===== src/hdl/lpf_pkg.sv =====
// Shared types and constants for the largest prime factor block.
package lpf_pkg;

  // Default operand width.
  localparam int VALUE_BITS_DEF = 31;

  // The only even prime, and the first odd trial divisor.
  localparam int PRIME_TWO = 2;
  localparam int FIRST_ODD_DIV = 3;
  localparam int DIV_STEP = 2;

  // Commands from the controller to the datapath.
  typedef struct packed {
    logic load;
    logic shift;
    logic div_start;
    logic reduce;
    logic next_div;
    logic settle;
    logic publish;
  } lpf_cmd_t;

  // Status from the datapath back to the controller.
  typedef struct packed {
    logic n_small;
    logic n_even;
    logic div_done;
    logic d_gt_q;
    logic rem_zero;
  } lpf_status_t;

endpackage


===== src/hdl/lpf_in_if.sv =====
// Input channel interface: valid, ready and the operand.
interface lpf_in_if #(
  parameter int VALUE_BITS = lpf_pkg::VALUE_BITS_DEF
);
  logic                  valid;
  logic                  ready;
  logic [VALUE_BITS-1:0] value;

  modport source (output valid, output value, input ready);
  modport sink (input valid, input value, output ready);
endinterface


===== src/hdl/lpf_out_if.sv =====
// Output channel interface: valid, ready and the result fields.
interface lpf_out_if #(
  parameter int VALUE_BITS = lpf_pkg::VALUE_BITS_DEF
);
  logic                  valid;
  logic                  ready;
  logic [VALUE_BITS-1:0] largest_factor;
  logic                  has_factor;

  modport source (output valid, output largest_factor, output has_factor, input ready);
  modport sink (input valid, input largest_factor, input has_factor, output ready);
endinterface


===== src/hdl/largest_prime_factor.sv =====
// Top level of the largest prime factor block.
//
// Each input transaction carries one unsigned value; the block returns its
// largest prime factor by trial division, with has_factor low and a zero
// factor for inputs 0 and 1. Work is sequential, one transaction at a time:
// factors of two are stripped one trailing zero bit at a time, then each
// trial division runs on a restoring serial divider in a start step, one
// shift step per quotient bit and a completion step. A divisor that divides
// is divided out before the next odd divisor is tried, and the search stops
// at the first odd divisor whose square exceeds the reduced value. A
// finished result waits in an output register, so a new input transaction
// is taken while the previous result is still pending.
module largest_prime_factor #(
  parameter int VALUE_BITS = lpf_pkg::VALUE_BITS_DEF
) (
  input logic        clk,
  input logic        rst,
  lpf_in_if.sink     in_ch,
  lpf_out_if.source  out_ch
);
  import lpf_pkg::*;

  lpf_cmd_t    cmd;
  lpf_status_t status;

  lpf_ctrl u_ctrl (
    .clk      (clk),
    .rst      (rst),
    .in_valid (in_ch.valid),
    .in_ready (in_ch.ready),
    .out_valid(out_ch.valid),
    .out_ready(out_ch.ready),
    .status   (status),
    .cmd      (cmd)
  );

  lpf_datapath #(
    .VALUE_BITS(VALUE_BITS)
  ) u_datapath (
    .clk           (clk),
    .rst           (rst),
    .cmd           (cmd),
    .status        (status),
    .value         (in_ch.value),
    .largest_factor(out_ch.largest_factor),
    .has_factor    (out_ch.has_factor)
  );

endmodule


===== src/hdl/lpf_div.sv =====
// Restoring serial divider, one quotient bit per cycle.
module lpf_div #(
  parameter int VALUE_BITS = lpf_pkg::VALUE_BITS_DEF
) (
  input  logic                  clk,
  input  logic                  rst,
  input  logic                  start,
  input  logic [VALUE_BITS-1:0] dividend,
  input  logic [VALUE_BITS-1:0] divisor,
  output logic [VALUE_BITS-1:0] quotient,
  output logic [VALUE_BITS-1:0] remainder,
  output logic                  done
);
  import lpf_pkg::*;

  localparam int CNT_W = $clog2(VALUE_BITS);

  logic [VALUE_BITS-1:0] quo;
  logic [VALUE_BITS-1:0] rem;
  logic [VALUE_BITS-1:0] rem_next;
  logic [CNT_W-1:0]      count;
  logic                  busy;
  logic [VALUE_BITS:0]   trial;
  logic [VALUE_BITS:0]   diff;
  logic                  ge;

  // Shift the next dividend bit into the partial remainder and try to subtract.
  always_comb begin
    trial    = {rem, quo[VALUE_BITS-1]};
    diff     = trial - {1'b0, divisor};
    ge       = (trial >= {1'b0, divisor});
    rem_next = ge ? diff[VALUE_BITS-1:0] : trial[VALUE_BITS-1:0];
  end

  // Iteration registers; the dividend register fills with quotient bits.
  always_ff @(posedge clk) begin
    if (rst) begin
      busy  <= 1'b0;
      done  <= 1'b0;
      count <= '0;
    end else begin
      done <= 1'b0;
      if (start) begin
        busy  <= 1'b1;
        count <= CNT_W'(VALUE_BITS - 1);
      end else if (busy) begin
        if (count == '0) begin
          busy <= 1'b0;
          done <= 1'b1;
        end else begin
          count <= count - 1'b1;
        end
      end
    end
  end

  always_ff @(posedge clk) begin
    if (start) begin
      quo <= dividend;
      rem <= '0;
    end else if (busy) begin
      quo <= {quo[VALUE_BITS-2:0], ge};
      rem <= rem_next;
    end
  end

  assign quotient  = quo;
  assign remainder = rem;

  // A new division is never started on top of a running one.
  assert property (@(posedge clk) disable iff (rst) start |-> !busy)
    else $error("divider started while busy");

  // Completion is a single-cycle pulse.
  assert property (@(posedge clk) disable iff (rst) done |=> !done)
    else $error("divider done held for more than one cycle");

  // Completion is only flagged once the shifting has stopped.
  assert property (@(posedge clk) disable iff (rst) done |-> !busy)
    else $error("divider done while still busy");

endmodule


===== src/hdl/lpf_datapath.sv =====
// Datapath: reduced value, trial divisor, best factor, divider and result register.
module lpf_datapath #(
  parameter int VALUE_BITS = lpf_pkg::VALUE_BITS_DEF
) (
  input  logic                  clk,
  input  logic                  rst,
  input  lpf_pkg::lpf_cmd_t     cmd,
  output lpf_pkg::lpf_status_t  status,
  input  logic [VALUE_BITS-1:0] value,
  output logic [VALUE_BITS-1:0] largest_factor,
  output logic                  has_factor
);
  import lpf_pkg::*;

  logic [VALUE_BITS-1:0] n;
  logic [VALUE_BITS-1:0] d;
  logic [VALUE_BITS-1:0] best;
  logic [VALUE_BITS-1:0] result;
  logic [VALUE_BITS-1:0] quo;
  logic [VALUE_BITS-1:0] rem;
  logic                  div_done;

  lpf_div #(
    .VALUE_BITS(VALUE_BITS)
  ) u_div (
    .clk      (clk),
    .rst      (rst),
    .start    (cmd.div_start),
    .dividend (n),
    .divisor  (d),
    .quotient (quo),
    .remainder(rem),
    .done     (div_done)
  );

  // Working registers, updated one command at a time.
  always_ff @(posedge clk) begin
    if (cmd.load) begin
      n    <= value;
      d    <= VALUE_BITS'(FIRST_ODD_DIV);
      best <= '0;
    end else if (cmd.shift) begin
      n    <= n >> 1;
      best <= VALUE_BITS'(PRIME_TWO);
    end else if (cmd.reduce) begin
      n    <= quo;
      best <= d;
    end else if (cmd.next_div) begin
      d <= d + VALUE_BITS'(DIV_STEP);
    end else if (cmd.settle) begin
      if (n > VALUE_BITS'(PRIME_TWO)) begin
        best <= n;
      end
    end
  end

  // Result register; it frees the working registers for the next transaction.
  always_ff @(posedge clk) begin
    if (cmd.publish) begin
      result <= best;
    end
  end

  assign largest_factor = result;
  assign has_factor     = |result;

  // Status for the controller. The square test d*d <= n is d <= n / d.
  always_comb begin
    status          = '0;
    status.n_small  = (n[VALUE_BITS-1:1] == '0);
    status.n_even   = !n[0];
    status.div_done = div_done;
    status.d_gt_q   = (d > quo);
    status.rem_zero = (rem == '0);
  end

endmodule


===== src/hdl/lpf_ctrl.sv =====
// Controller state machine that sequences the factoring steps.
module lpf_ctrl (
  input  logic                 clk,
  input  logic                 rst,
  input  logic                 in_valid,
  output logic                 in_ready,
  output logic                 out_valid,
  input  logic                 out_ready,
  input  lpf_pkg::lpf_status_t status,
  output lpf_pkg::lpf_cmd_t    cmd
);
  import lpf_pkg::*;

  typedef enum logic [2:0] {
    IDLE,
    STRIP,
    START,
    DIV,
    FINISH
  } state_t;

  state_t state;

  // Commands depend on the state and the datapath status.
  always_comb begin
    cmd = '0;
    case (state)
      IDLE: begin
        cmd.load = in_valid;
      end
      STRIP: begin
        if (!status.n_small) begin
          if (status.n_even) begin
            cmd.shift = 1'b1;
          end else begin
            cmd.div_start = 1'b1;
          end
        end
      end
      START: begin
        cmd.div_start = 1'b1;
      end
      DIV: begin
        if (status.div_done) begin
          if (status.d_gt_q) begin
            cmd.settle = 1'b1;
          end else if (status.rem_zero) begin
            cmd.reduce = 1'b1;
          end else begin
            cmd.next_div = 1'b1;
          end
        end
      end
      FINISH: begin
        cmd.publish = !out_valid || out_ready;
      end
      default: begin
        cmd = '0;
      end
    endcase
  end

  assign in_ready = (state == IDLE);

  // State and output-valid register.
  always_ff @(posedge clk) begin
    if (rst) begin
      state     <= IDLE;
      out_valid <= 1'b0;
    end else begin
      if (cmd.publish) begin
        out_valid <= 1'b1;
      end else if (out_ready) begin
        out_valid <= 1'b0;
      end
      case (state)
        IDLE: begin
          if (in_valid) begin
            state <= STRIP;
          end
        end
        STRIP: begin
          if (status.n_small) begin
            state <= FINISH;
          end else if (!status.n_even) begin
            state <= DIV;
          end
        end
        START: begin
          state <= DIV;
        end
        DIV: begin
          if (status.div_done) begin
            state <= status.d_gt_q ? FINISH : START;
          end
        end
        FINISH: begin
          if (cmd.publish) begin
            state <= IDLE;
          end
        end
        default: begin
          state <= IDLE;
        end
      endcase
    end
  end

  // At most one datapath command in any cycle.
  assert property (@(posedge clk) disable iff (rst)
    $onehot0({cmd.load, cmd.shift, cmd.div_start, cmd.reduce, cmd.next_div,
              cmd.settle, cmd.publish}))
    else $error("conflicting datapath commands");

  // A result is never written over one that has not been taken.
  assert property (@(posedge clk) disable iff (rst)
    cmd.publish |-> (!out_valid || out_ready))
    else $error("result register overwritten");

  // A settled item reaches the result stage on the next cycle.
  assert property (@(posedge clk) disable iff (rst)
    cmd.settle |=> (state == FINISH))
    else $error("settle not followed by finish");

endmodule

===== src/flat_wrapper.sv =====
// flat-port wrapper written by rule: the top's interface ports become plain ports
module largest_prime_factor_flat import lpf_pkg::*;
#(
  parameter int VALUE_BITS = lpf_pkg::VALUE_BITS_DEF
)
  (clk, rst, in_ch_valid, in_ch_value, in_ch_ready, out_ch_valid, out_ch_largest_factor, out_ch_has_factor, out_ch_ready);
  lpf_in_if #(.VALUE_BITS(VALUE_BITS)) in_ch_i ();
  lpf_out_if #(.VALUE_BITS(VALUE_BITS)) out_ch_i ();
  input logic clk;
  input logic rst;
  input wire logic [$bits(in_ch_i.valid)-1:0] in_ch_valid;
  input wire logic [$bits(in_ch_i.value)-1:0] in_ch_value;
  output wire logic [$bits(in_ch_i.ready)-1:0] in_ch_ready;
  output wire logic [$bits(out_ch_i.valid)-1:0] out_ch_valid;
  output wire logic [$bits(out_ch_i.largest_factor)-1:0] out_ch_largest_factor;
  output wire logic [$bits(out_ch_i.has_factor)-1:0] out_ch_has_factor;
  input wire logic [$bits(out_ch_i.ready)-1:0] out_ch_ready;
  assign in_ch_i.valid = in_ch_valid;
  assign in_ch_i.value = in_ch_value;
  assign in_ch_ready = in_ch_i.ready;
  assign out_ch_valid = out_ch_i.valid;
  assign out_ch_largest_factor = out_ch_i.largest_factor;
  assign out_ch_has_factor = out_ch_i.has_factor;
  assign out_ch_i.ready = out_ch_ready;
  largest_prime_factor #(.VALUE_BITS(VALUE_BITS)) u_core (.clk(clk), .rst(rst), .in_ch(in_ch_i), .out_ch(out_ch_i));
endmodule

===== config.mk =====
export PLATFORM = sky130hd
export DESIGN_NAME = largest_prime_factor_flat
export DESIGN_NICKNAME = d
export VERILOG_FILES = /design/src/hdl/lpf_pkg.sv /design/src/hdl/lpf_in_if.sv /design/src/hdl/lpf_out_if.sv /design/src/hdl/largest_prime_factor.sv /design/src/hdl/lpf_div.sv /design/src/hdl/lpf_datapath.sv /design/src/hdl/lpf_ctrl.sv /design/src/flat_wrapper.sv
export SDC_FILE = /design/constraint.sdc
export NUM_CORES = 1
export LEC_CHECK = 0
export ABC_AREA = 1
export BUFFER_PORTS_ARGS = -buffer_cell sky130_fd_sc_hd__buf_2
export CELL_PAD_IN_SITES_DETAIL_PLACEMENT = 0
export CELL_PAD_IN_SITES_GLOBAL_PLACEMENT = 2
export CORE_AREA = 4 4 195 197
export DETAILED_ROUTE_END_ITERATION = 16
export DIE_AREA = 0 0 199 201
export HOLD_SLACK_MARGIN = 0.15
export PLACE_DENSITY_LB_ADDON = 0.1
export SLEW_MARGIN = 5
export SYNTH_ARGS = -nofsm -noshare
export SYNTH_HDL_FRONTEND = slang
export SYNTH_SLANG_ARGS = --single-unit
export TNS_END_PERCENT = 5

===== constraint.sdc =====
create_clock -name clk -period 2.5 [get_ports clk]
set_input_delay 0.25 -clock clk [delete_from_list [all_inputs] [get_ports clk]]
set_output_delay 0.25 -clock clk [all_outputs]
set_load 0.05 [all_outputs]

Word level (Yosys, flattened, before mapping)
Index checks and enable logic that the tools add are counted.
{"block": "word_totals", "wordCells": 97, "register_bits": 197}
{"block": "classes", "magnitude_cmp": 3, "bitwise_logic": 4, "n_addsub": 3, "eq_ne": 11, "reduce_logical": 23, "muxes": 40}
{"op": "2-to-1 mux 31 bit", "count": 10}
{"op": ">= comparator 32 x 31 -> 1 bit", "count": 1}
{"op": "adder 31 x 2 -> 31 bit, second input constant", "count": 1}
{"op": "greater-than comparator 31 x 2 -> 1 bit, second input constant", "count": 1}
{"op": "greater-than comparator 31 bit", "count": 1}
{"op": "zero test 31 bit", "count": 1}
{"op": "OR reduction 31 bit", "count": 1}
{"op": "subtractor 31 bit", "count": 1}
{"op": "zero test 30 bit", "count": 1}
{"op": "2-to-1 mux 3 bit", "count": 8}
{"op": "2-to-1 mux 5 bit", "count": 3}
{"op": "case mux 3 bit (5 select lines)", "count": 1}
{"op": "2-to-1 mux 1 bit", "count": 14}
{"op": "AND reduction 3 bit", "count": 3}
{"op": "nonzero test 3 bit", "count": 3}
{"op": "nonzero test 2 bit", "count": 4}
{"op": "== test 3 x 2 -> 1 bit, second input constant", "count": 2}
{"op": "2-to-1 mux 2 bit", "count": 3}
{"op": "inequality test 2 x 1 -> 1 bit, second input constant", "count": 3}
{"op": "zero test 5 bit", "count": 1}
{"op": "subtractor 5 x 1 -> 5 bit, second input constant", "count": 1}
{"op": "inequality test 2 bit, second input constant", "count": 2}
{"op": "NOT 1 bit", "count": 4}
{"op": "AND reduction 2 bit", "count": 2}
{"op": "11 further kinds", "count": 12}

Logic depth before layout (Yosys ltp)
{"block": "logic_depth", "ltp_word": 9, "ltp_mapped": 20, "ltp_nobuf": 19}

Cells and area by module
A second synthesis with hierarchy kept.
{"block": "unflattened", "cells_unflattened": 1871, "hier_area_um2": 12798.5}
{"module": "lpf_datapath", "instances": 1, "area_per_inst_um2": 6723.9, "cells_per_inst": 877, "seq_area_each_um2": 3083.0}
{"module": "lpf_div", "instances": 1, "area_per_inst_um2": 5755.5, "cells_per_inst": 939, "seq_area_each_um2": 1691.6}
{"module": "lpf_ctrl", "instances": 1, "area_per_inst_um2": 319.1, "cells_per_inst": 55, "seq_area_each_um2": 80.1}

Least setup slack after synthesis
No wires, ideal clock.
{"block": "synth_timing", "path_type": "register to register", "from": "reg u_core.u_datapath.u_div.quo[30] (netlist: u_core.u_datapath.u_div.quotient[30])", "to": "reg u_core.u_datapath.n[0], enable pin", "path_slack_ns": -0.274, "setup_time_ns": 0.388, "stages_incl_launch_ff": 12, "required_time_ns": 2.112, "arrival_time_ns": 2.386, "cell_sequence": "edfxtp_1 inv_1 ha_1 nand2_1 nor2_1 nand2_1 nor2_1 nand3b_1 nand2_2 nand3_4 clkbuf_1 nand2_1"}
{"block": "synth_between", "elab_chain_cells": 5}
{"item": "start, declared", "line_no": "lpf_div.sv:18", "rtl": "logic [VALUE_BITS-1:0] quo;"}
{"item": "start signal, assigned", "line_no": "lpf_div.sv:59", "rtl": "quo <= dividend;"}
{"item": "start signal, assigned", "line_no": "lpf_div.sv:62", "rtl": "quo <= {quo[VALUE_BITS-2:0], ge};"}
{"item": "greater-than comparator 31 bit", "line_no": "lpf_datapath.sv:73", "rtl": "status.d_gt_q = (d > quo);"}
{"item": "2-to-1 mux 2 bit", "line_no": "lpf_ctrl.sv:45", "rtl": "if (status.d_gt_q) begin"}
{"item": "2-to-1 mux 3 bit", "line_no": "lpf_ctrl.sv:44", "rtl": "if (status.div_done) begin"}
{"item": "2-to-1 mux 3 bit", "line_no": "lpf_ctrl.sv:27", "rtl": "case (state)"}
{"item": "nonzero test 3 bit (no source line)"}
{"item": "end signal, assigned", "line_no": "lpf_datapath.sv:39", "rtl": "n <= value;"}
{"item": "end signal, assigned", "line_no": "lpf_datapath.sv:43", "rtl": "n <= n >> 1;"}
{"item": "end signal, assigned", "line_no": "lpf_datapath.sv:46", "rtl": "n <= quo;"}
{"item": "end, declared", "line_no": "lpf_datapath.sv:15", "rtl": "logic [VALUE_BITS-1:0] n;"}
Every way passes these cells.
A chain may end at the register's enable or synchronous reset.

Worst setup path after layout
{"block": "layout_timing", "from": "reg u_core.u_datapath.u_div.quo[22] (netlist: u_core.u_datapath.u_div.quotient[22])", "to": "reg u_core.u_datapath.n[14], enable pin"}
The elaborated chain is that of the path after synthesis.

==> results by stage <==
Outcome:
- The flow ran to the end, but the final reports show violations.
- The checks that failed: setup timing.

Die:
- The site row count is 70.
- The initial standard-cell utilization of the core is around a third.
- The area of the placeable core is 36260 um2.
- The die is approximately 200 um tall.
- a little under 70 I/O pins were placed.
- The width of the chip is 199 um.
- The die area is 40000 um2.

Layout:
- In the layout the commonest cells are 414 x nand2_1, 182 x inv_1, 139 x buf_4.
- The area growth from synthesis to layout is 29.94%.
- Leaving out fill and tap cells, the most frequent cell in the layout is nand2_1.
- The final antenna diode count is 0.
- At the end of the flow the core is filled with cells to a little over two fifths.
- Of the cells placed in the final design, the portion with a size suffix greater than 1 is roughly 22%.
- After the flow finishes, the layout carries non-filler instances totaling 2307.
- For this run, the post-layout net count is a little under 2000.
- After routing the design area is 15390 um2.

Synth:
- In this run, distinct cell masters in the synthesized netlist total 45.
- The number of warnings reported in the yosys synthesis log is 0.
- The flop and latch count out of synthesis is 196.
- In this run the mean area of a mapped cell was between 7 and 8 um2.
- In the synthesized netlist, the number of instances is between 1500 and 2000.
- The post-synth net total is roughly 1700.
- The mapped cell area is between 10000 and 15000 um2.
- The part of the Yosys area used for sequential elements is between 40% and 50%.

Worst setup path:
- The worst setup path is of the reg2reg kind.
- The arrival time of data at the critical path endpoint is 2.75 ns.
- The kind of launch point of the worst setup path is a register.
- The reg-to-reg critical path startpoint is u_core.u_datapath.u_div.quotient[22].
- The largest single stage delay on the critical path is ~0.41 ns.
- The kind of end point of the critical path is a register.
- The largest fanout on the critical path is 6.
- The worst register-to-register path has a depth of 12.
- The setup slack on the worst flop-to-flop path is -0.07 ns.
- At the worst endpoint, the required time is 2.68 ns.
- The cell occurring most often along the worst timing path is clkbuf_16.
- The worst register-to-register path ends at u_core.u_datapath.n[14].
- The slowest stage of the critical path is the edfxtp_1 cell.
- The signal on the critical path passes through inv_2 -> ha_4 -> nand2_1 -> nor2_2 -> nand4_1 -> nor2_4 -> nand3b_1 -> nand2_2 -> nand3_4 -> clkbuf_16 -> nand2_8 -> clkbuf_16.

Detailed routing:
- Wires add up to 43.14 mm.
- The highest layer touched by signal routing is met4.
- After the first detailed-routing iteration, the DRC count stood at approximately 700.
- The met2 routed wirelength is roughly 21 mm.
- The first detailed-routing pass ran for 5 iterations.
- The DRC violations left is 0.
- The count of vias placed by the detailed router is roughly 11000.
- After detailed routing, the wire length on met1 is between 20 and 25 mm.
- The average vias per placed instance is just under 5.
- Dividing the detail-routed wire length by the instance count gives around 19 um.
- After detailed routing, the met3 layer carries 1.144 mm of wire.
- The number of nets with antenna violations after detailed routing is 0.

Clocking:
- The total CTS buffers is 17.
- TritonCTS built the clock tree.
- The H-tree was split into 4 levels.
- The deepest clock path buffer count is 2.
- The number of sinks handled by clock tree synthesis is about 200.
- The insertion delay to the later sink of the worst-skew pair is 0.46 ns.
- The cell at the root of the clock tree is clkbuf_16.
- The clock-pin transition on the worst setup and hold timing paths is 0.08 ns.

Timing:
- On the final layout, the worst clock skew is 0.008321 ns.
- The number of pins with negative max-slew slack in the final report is 0.
- Setup slack on the critical path of the routed design comes to -0.07135 ns.
- The final worst-path cycle share is 102.9%.
- Setup repair after global routing could not meet its margin everywhere.
- For the pin with the worst max-slew slack, the measured transition is ~0.62 ns.
- The final count of hold timing violations is 0.
- Based on the critical path, the design can be clocked at up to around 390 MHz.
- The time the worst path needs with I/O delays and setup is about 2.6 ns.
- The max-slew headroom at the worst pin is between 50% and 60%.
- For the final routed database, the setup TNS stands at -2.204 ns.
- The total of endpoints with negative setup slack in the final report is 53.

Pwr:
- The worst-case IR drop observed on VDD is 0.0005611 V.
- The reported leakage power is about 0.0068 uW.
- The power per standard cell area is 1230 nW/um2.

GRT:
- After global routing the overflow that remains totals 0.
- The number of global-route vias before repair is 11080.
- The total global-route track usage is between 20% and 30%.
- The pin count of the biggest net entering global routing is between 40 and 50.
- The global-route wire length before repair is 64.10 mm.
- The number of antenna violations at the first check in global routing is 0.

Hold path:
- The path category of the worst min-delay check is in2reg.
- The endpoint of the worst hold-timing path is u_core.u_datapath.n[12].
- The startpoint of the worst hold path is in_ch_value[12].
- The cell count of the worst hold path is 3.

Flow run:
- The count of max-cap constraint violations is 0.

Place:
- During placement, the flow inserted port buffers numbering slightly below 70.
- The congestion estimate from routability-driven global placement came to 0.8823.
- The post-placement cell count is approximately 2200.
- The area of placed instances is between 10000 and 15000 um2.
- The wire-length estimate of the detail-placed layout is ~33 mm.
[registers in the layout, summed over array words and instances, names as in the netlist]
signal,count
u_core.u_datapath.u_div.count,5
u_core.u_datapath.n,31
u_core.u_datapath.u_div.busy,1
u_core.u_datapath.best,31
u_core.u_datapath.d,30
u_core.u_datapath.largest_factor,31
u_core.u_datapath.u_div.quotient,31
u_core.u_datapath.u_div.done,1
u_core.u_ctrl.state,3
u_core.u_datapath.u_div.remainder,31
u_core.u_ctrl.out_valid,1
[layer usage]
metal	up-vias	GRT usage [%]
li1	5766	-
met1	5432	28.83
met2	215	34.72
met3	35	1.930
met4	0	5.398
met5	-	0
[worst max path at each step]
| stage | slack [ns] | start | depth (start not counted) | end |
|---|---|---|---|---|
| after global placement | -0.23 | u_core.u_datapath.u_div.quotient[30] | 14 | u_core.u_datapath.best[23] |
| after detailed placement | -0.22 | u_core.u_datapath.u_div.quotient[29] | 14 | u_core.u_datapath.best[23] |
| after CTS | -0.01 | u_core.u_datapath.u_div.quotient[30] | 12 | u_core.u_datapath.u_div.quotient[0] |
| after floorplan | 0.008 | u_core.u_datapath.u_div.quotient[30] | 11 | u_core.u_datapath.n[0] |
| after global routing | -0.15 | u_core.u_datapath.u_div.quotient[5] | 17 | u_core.u_datapath.best[26] |
| final | -0.07 | u_core.u_datapath.u_div.quotient[22] | 12 | u_core.u_datapath.n[14] |
[per-stage QoR]
stage	power, uW	setup WS (ns)	hold slack [ns]
3_5_place_dp	15110	-0.2215	0.4109
5_1_grt	20430	-0.1473	0.1875
6_report	18930	-0.07135	0.1530
2_1_floorplan	11040	0.007517	0.3191
3_3_place_gp	15160	-0.2313	0.4149
4_1_cts	18280	-0.009559	0.1504
[cells by family (layout without fill, tap and decap cells)]
family / after synthesis / in the layout / share of synthesized area [%]
flops: 196 / 196 / 40.98
compound gates: 322 / 322 / 14.95
xor+xnor: 36 / 36 / 2.662
fa+ha+maj: 64 / 64 / 6.824
buf+inv: 251 / 487 / 8.567
simple gates: 734 / 734 / 26.02
[what timing repair did]
item                       4_1_cts  5_1_grt
setup endpoints to repair      108      124
buffers inserted                 4        5
gates resized for setup         21      137
pin swaps                        7       20
hold buffers                    19        0
hold endpoints to repair        23        0
cloned                           1       11
[Yosys cell counts (all sizes together)]
library cell | number | share of area [%]
nor4 | 16 | 0.85
nor3 | 41 | 1.9
nand4 | 22 | 1.2
o22ai | 1 | 0.053
xnor2 | 14 | 1.0
o211ai | 9 | 0.57
o21ai | 150 | 6.4
a21oi | 111 | 5.0
nand2 | 431 | 14
or2 | 3 | 0.16
buf | 24 | 1.4
a21boi | 1 | 0.063
and3 | 2 | 0.11
dfxtp | 103 | 17
a211oi | 1 | 0.063
clkinv | 1 | 0.032
nor3b | 2 | 0.13
inv | 198 | 6.3
clkbuf | 28 | 0.90
nand3b | 1 | 0.063
edfxtp | 93 | 24
o21bai | 5 | 0.32
xor2 | 22 | 1.6
a21o | 10 | 0.63
ha | 63 | 6.7
o21a | 1 | 0.063
a31oi | 33 | 1.7
nor2 | 161 | 5.4
fa | 1 | 0.17
nand3 | 55 | 2.5
[worst max-delay path, delay by kind of cell (launching register included)]
kind          cells  cell delay (ns)
fa+ha+maj         1             0.26
buf+inv           3             0.46
flops             1             0.41
simple gates      8             1.13
[final cells by class]
type | count | area, um2
Sequential cell | 196 | 4875
Tap cell | 468 | 585.6
Timing Repair Buffer | 257 | 2158
Multi-Input combinational cell | 1156 | 6450
Fill cell | 3805 | 20870
Inverter | 199 | 754.5
Clock buffer | 17 | 425.4
Clock inverter | 14 | 142.6
[power by group]
part           switching (uW)  total [uW]  internal (uW)
clock                    1380        2780           1400
sequential                686        5290           4610
combinational            6550       10900           4310
(Power assumes the default switching activity.)
